### config.mk
export PLATFORM = sky130hd
export DESIGN_NAME = xsr_front
export DESIGN_NICKNAME = d
export VERILOG_FILES = /design/src/hw/rtl/xsr_pkg.sv /design/src/hw/rtl/xsr_front.sv
export SDC_FILE = /design/constraint.sdc
export NUM_CORES = 1
export LEC_CHECK = 0
export ABC_AREA = 1
export BUFFER_PORTS_ARGS = -buffer_cell sky130_fd_sc_hd__buf_4
export CORE_ASPECT_RATIO = 0.75
export CORE_MARGIN = 2
export CORE_UTILIZATION = 55
export DETAILED_ROUTE_END_ITERATION = 8
export GPL_TIMING_DRIVEN = 0
export PLACE_DENSITY_LB_ADDON = 0.08
export SYNTH_ARGS = -nofsm -noshare
export SYNTH_HDL_FRONTEND = slang
export SYNTH_SLANG_ARGS = --single-unit
export TNS_END_PERCENT = 50
### constraint.sdc
create_clock -name clk -period 11.35 [get_ports clk]
set_input_delay 0.5675 -clock clk [delete_from_list [all_inputs] [get_ports clk]]
set_output_delay 0.5675 -clock clk [all_outputs]
set_load 0.03 [all_outputs]
### src/hw/rtl/xsr_pkg.sv
// xsr_pkg: shared types and constants for the four-lane xoshiro256+ generator
// no dependencies
`timescale 1ns / 1ps
package xsr_pkg;

  typedef enum logic [2:0] {
    OP_SEED  = 3'd0,
    OP_LOAD  = 3'd1,
    OP_READ  = 3'd2,
    OP_RAW   = 3'd3,
    OP_BOUND = 3'd4,
    OP_FRAC  = 3'd5
  } opcode_t;

  typedef struct packed {
    logic [2:0]  opcode;
    logic [63:0] operand_value;
    logic [3:0]  word_index;
    logic [63:0] time_value;
  } req_t;

  localparam logic [63:0] MIX_MUL   = 64'd6364136223846793005;
  localparam logic [63:0] MIX_ADD   = 64'd1442695040888963407;
  localparam logic [63:0] FRAC_MASK = 64'h000F_FFFF_FFFF_FFFF;

  function automatic logic [63:0] seed_word(input logic [1:0] lane, input logic [1:0] word);
    logic [63:0] r;
    unique case ({lane, word})
      4'd0:  r = 64'hd5a986ae75c9a33b;
      4'd1:  r = 64'h1016d8e3483a8f0f;
      4'd2:  r = 64'h81f9e6260eb8e5df;
      4'd3:  r = 64'hfa9b718d8d0769bf;
      4'd4:  r = 64'h9c57a73dcd5e41b7;
      4'd5:  r = 64'hcb0c33c0e78feede;
      4'd6:  r = 64'h5943e008d9222efa;
      4'd7:  r = 64'h4d46d3d50833e8c9;
      4'd8:  r = 64'h3fe497b4dd1be68d;
      4'd9:  r = 64'h7b5dda788f9f577d;
      4'd10: r = 64'h8f514f6e6fb18ba4;
      4'd11: r = 64'h696678daaa7b4cc6;
      4'd12: r = 64'h3f57adc392affdef;
      4'd13: r = 64'hf1e01f806161118a;
      4'd14: r = 64'h6dacfe2135f9599e;
      default: r = 64'h3cb5c708d53cc982;
    endcase
    return r;
  endfunction

endpackage

### src/hw/rtl/xsr_front.sv
// xsr_front: two-entry request queue between the input port and the engine
// depends on xsr_pkg
`timescale 1ns / 1ps
module xsr_front (
  input  logic          clk,
  input  logic          rst_n,
  input  logic          push,
  input  xsr_pkg::req_t push_req,
  output logic          full,
  output logic          req_valid,
  output xsr_pkg::req_t req,
  input  logic          req_take
);
  import xsr_pkg::*;

  req_t       q_r [2];
  logic       rd_r, rd_nxt, wr_r, wr_nxt;
  logic [1:0] cnt_r, cnt_nxt;
  logic       do_push, do_pop;

  assign full      = cnt_r == 2'd2;
  assign req_valid = cnt_r != 2'd0;
  assign req       = q_r[rd_r];
  assign do_push   = push && !full;
  assign do_pop    = req_take && req_valid;

  always_comb begin
    rd_nxt  = rd_r ^ do_pop;
    wr_nxt  = wr_r ^ do_push;
    cnt_nxt = cnt_r + 2'(do_push) - 2'(do_pop);
  end

  always_ff @(posedge clk) begin
    if (!rst_n) begin
      rd_r  <= 1'b0;
      wr_r  <= 1'b0;
      cnt_r <= 2'd0;
    end else begin
      rd_r  <= rd_nxt;
      wr_r  <= wr_nxt;
      cnt_r <= cnt_nxt;
    end
  end

  always_ff @(posedge clk) begin
    if (do_push) q_r[wr_r] <= push_req;
  end

endmodule

# Word-level counts from Yosys, hierarchy flattened
# Memories as Yosys holds them, arrays and structs flattened. A register that Yosys moved wholly into a read port is not among the register bits.
# Index checks and enable logic that the tools add are counted.
[totals]
memories = 1
ram_bits = 270
out_inout_bits = 137
ff_bits = 4
inputBits = 139
word_cells = 16
[op_classes]
mux = 3
addsub = 2
reduce_logical = 4
n_eq_ne = 1
bitwise = 2
[memory_table]
columns = ["memory", "depth", "width", "rd", "rd_clocked_by_memory_dff", "write_ports", "line", "source"]
rows = [
  ["q_r", 2, 135, 1, 1, 1, "xsr_front.sv:16", "req_t q_r [2];"],
]
[op_table]
columns = ["op", "n"]
rows = [
  ["two-way mux 1 bit", 3],
  ["adder 2 x 1 -> 2 bit", 1],
  ["equality test 2 bit (second input constant)", 1],
  ["logical AND 1 bit", 2],
  ["nonzero test 2 bit", 1],
  ["subtractor 2 x 1 -> 2 bit", 1],
  ["bitwise XOR 1 bit", 2],
  ["zero test 1 bit", 1],
]

# Depth between registers and ports, before layout
[depth]
ltp_word = 5
mapped_depth = 10
ltp_nobuf = 10

# Least setup slack after synthesis
# Ideal clock, no wire load.
[synth_timing]
path_kind = "input-to-reg"
from = "input push"
to = "memory q_r[1][0] in the netlist's numbering, enable pin"
t_arrival_ps = 3904
path_buffers = 0
path_stages = 3
setup_time_ps = 511
path_slack_ps = 6935
required_time_ps = 10839
cell_sequence = "o21ai_0 > inv_1 > ha_1"
[synth_via]
elab_chain_cells = 3
[synth_rtl]
columns = ["element", "line", "source"]
rows = [
  ["from (decl)", "xsr_front.sv:7", "input logic push,"],
  ["logical AND 1 bit", "xsr_front.sv:24", "assign do_push = push && !full;"],
  ["two-way mux 1 bit", "xsr_front.sv:46", "if (do_push) q_r[wr_r] <= push_req;"],
  ["two-way mux 1 bit (implied by the code)", "xsr_front.sv:46", ""],
  ["to (decl)", "xsr_front.sv:16", ""],
]
# Every way passes these cells.

==> impl_metrics.tcl <==
set metrics [dict create \
    status "finished, final reports clean" \
    combPwrFrac_pct 34.2 \
    synth_cells 457 \
    cts-htree-levels 1 \
    register_area_sq_um 8210 \
    cts_tree "built" \
    ios 276 \
    synth-seq-area-share_pct 80.5 \
    path_max_fanout 10 \
    hpwl_um 13300 \
    setup_viol 0 \
    ys.flop_type "edfxtp_1" \
    final.min_clock_period_ns 2.43 \
    wl_um 19300 \
    dr.first_iter.drc_count 262 \
    synthTopCellsByArea "edfxtp_1 80%, mux2_2 9.4%, mux2_4 7.4%, dfxtp_1 0.98%, buf_6 0.77%" \
    drc 0 \
    rsz0062_at_grt "no" \
    die_width_um 161 \
    r2r_cells 6 \
    tns_ns 0 \
    maxCapViolations 0 \
    cts_buffers 27 \
    syn-num-nets 600 \
    post-cts-setup-buffers 0 \
    max_stage_delay_ns 0.32 \
    crit_end "req[107]" \
    holdWs_ns 0.239 \
    ant_nets 0 \
    cp_slowest_cell "dfxtp_1" \
    ys_warn_count 0 \
    synth_top_area_share_pct 79.5 \
    grt_use_total_pct 18.9 \
    r2r-end "q_r[0][93]" \
    synth_edf_count 270 \
    tightest_slew_ns 0.513 \
    slew_headroom_pct 65.8 \
    num-fill-cells 1098 \
    crit_top_cell "buf_6" \
    path_cells "buf_6 > buf_6 > buf_6 > mux2_4 > buf_4" \
    skew_ns 0.0112 \
    clk_latency_ns 0.51 \
    grt_overflow 0 \
    cts_resized 0 \
    path_buf_inv 4 \
    ys_types 13 \
    cts_buffer_depth 3 \
    row_count 43 \
    synthToLayoutAreaGrowth_pct 32.1 \
    synth_async_sr_flop_share_pct 0 \
    place.gp.congestion 0.759 \
    avgSynthCellArea_sq_um 22.3 \
    clk_pin_slew_ns 0.06 \
    start_util_pct 55.6 \
    internal-power_w 0.00223 \
    end_kind "output pin" \
    io_buffers 275 \
    routed-via-count 5156 \
    fin_total_pwr_w 0.00326 \
    reg2reg_from "cnt_r[1]" \
    power_switching_w 0.00102 \
    cp.arrival_ns 1.86 \
    timing.final.crit_share_pct 21.4 \
    insertedDiodeCount 0 \
    pre_cts_ws_ns 8.84 \
    p_per_area_nw_per_um2 242 \
    yosys_register_bits 275 \
    syn_area_sq_um 10200 \
    firstDrtPassIters 4 \
    synth_common_cells "270 x edfxtp_1, 85 x mux2_2, 50 x mux2_4, 10 x inv_1" \
    rrSetupSlack_ns 9.07 \
    required_ns 10.78 \
    cts.sinks 275 \
    layout.nets 908 \
    antenna_found_initial 0 \
    p_sw_share_pct 31.4 \
    core_sq_um 18300 \
    hold_class "input pin to flop" \
    post_drt_via_cell_ratio 5.02 \
    cts_root_buf "clkbuf_16" \
    hold_buffers 0 \
    critPathLaunchType "flop" \
    drive_gt1_share_pct 59.3 \
    multi_input_area_sq_um 1860 \
    synth_top_area_cell "edfxtp_1" \
    p_leak_nw 5.17 \
    pwr-share-seq_pct 41.7 \
    vdd_drop_max_uv 162 \
    final_hold_viol_count 0 \
    post_drt_wl_per_cell_um 18.7 \
    cp.depth 5 \
    grt_max_degree 68 \
    critPathKind "flop to output pin" \
    timing.final.ws_setup_ns 8.92 \
    pwr-share-clk_pct 24.1 \
    slew_viol_final 0 \
    die_y_um 122 \
    cp_top_family "buffers and inverters" \
    die_area_sq_um 19700 \
    yosysMostFrequentCell "edfxtp_1" \
    grt_pass1_vias 5280 \
    fmax_mhz 412 \
    grt_pass1_wl_um 28300 \
]
==> state kept, by name, indices dropped and copies added (netlist names), named ones only <==
register  flops
cnt_r         2
q_r         270
rd_r          1
wr_r          1
==> layout by cell type (no fill, tap or decap), types with 2 or more instances in the layout <==
master / count
mux2_2: 85
clkbuf_1: 5
mux2_4: 50
clkinv_1: 8
buf_6: 7
nor2_1: 8
edfxtp_1: 270
nand2_1: 6
nand3_1: 2
ha_4: 2
clkbuf_16: 27
buf_2: 8
buf_16: 3
buf_4: 275
dfxtp_1: 5
ha_1: 2
inv_1: 10
clkinv_2: 4
==> cells by family (layout without fill, tap and decap cells) <==
| family | count (synthesis) | after routing | share of synthesized area, % |
|---|---|---|---|
| simple gates | 16 | 16 | 0.614 |
| compound gates | 2 | 2 | 0.0981 |
| mux | 135 | 135 | 16.8 |
| fa+ha+maj | 4 | 4 | 0.491 |
| buf+inv | 25 | 349 | 1.53 |
| flops | 275 | 275 | 80.5 |
==> final cells by class <==
class / instances / share of cell area, %
buffer: 15 / 0.882
clock buffer: 32 / 5.16
clock inverter: 13 / 0.594
inverter: 10 / 0.279
multi-input combinational: 157 / 13.8
sequential: 275 / 60.9
tap: 247 / 2.29
timing repair buffer: 279 / 16.1
==> metal layers <==
metal	vias up	wire length (um)	track usage (%)
met3	30	1690	6.74
met5	-	0	0
met2	180	9720	32.4
li1	2404	-	-
met4	0	460	5.47
met1	2542	7400	22.8
==> worst min-delay path by stage <==
stage	from	end	slack, ns	cells after the start
2_1_floorplan	rd_r	flop	0.47	2
3_3_place_gp	rd_r	rd_r	0.49	2
3_5_place_dp	rd_r	flop	0.49	2
4_1_cts	push_req[41]	q_r[1][41]	0.21	1
5_1_grt	push_req[30]	q_r[0][30]	0.22	1
6_report	push_req[41]	q_r[1][41]	0.24	1
==> power by group through the flow <==
| stage | logic, W | registers [W] | clock network [W] |
|---|---|---|---|
| 2_1_floorplan | 0.000725 | 0.00139 | 0 |
| 3_3_place_gp | 0.00108 | 0.00141 | 0 |
| 3_5_place_dp | 0.00112 | 0.00138 | 0 |
| 4_1_cts | 0.00113 | 0.00136 | 0.000807 |
| 5_1_grt | 0.00117 | 0.00137 | 0.000845 |
| 6_report | 0.00111 | 0.00136 | 0.000786 |
==> stage by stage <==
stage	util [%]	cells	area, sq um
floorplan	-	457	10200
global placement	68.5	979	12600
detailed placement	69.2	983	12700
CTS	73.4	1028	13500
global route	73.4	1028	13500
finish	73.4	1028	13500
Note: power is estimated with default switching activity, not from simulation.
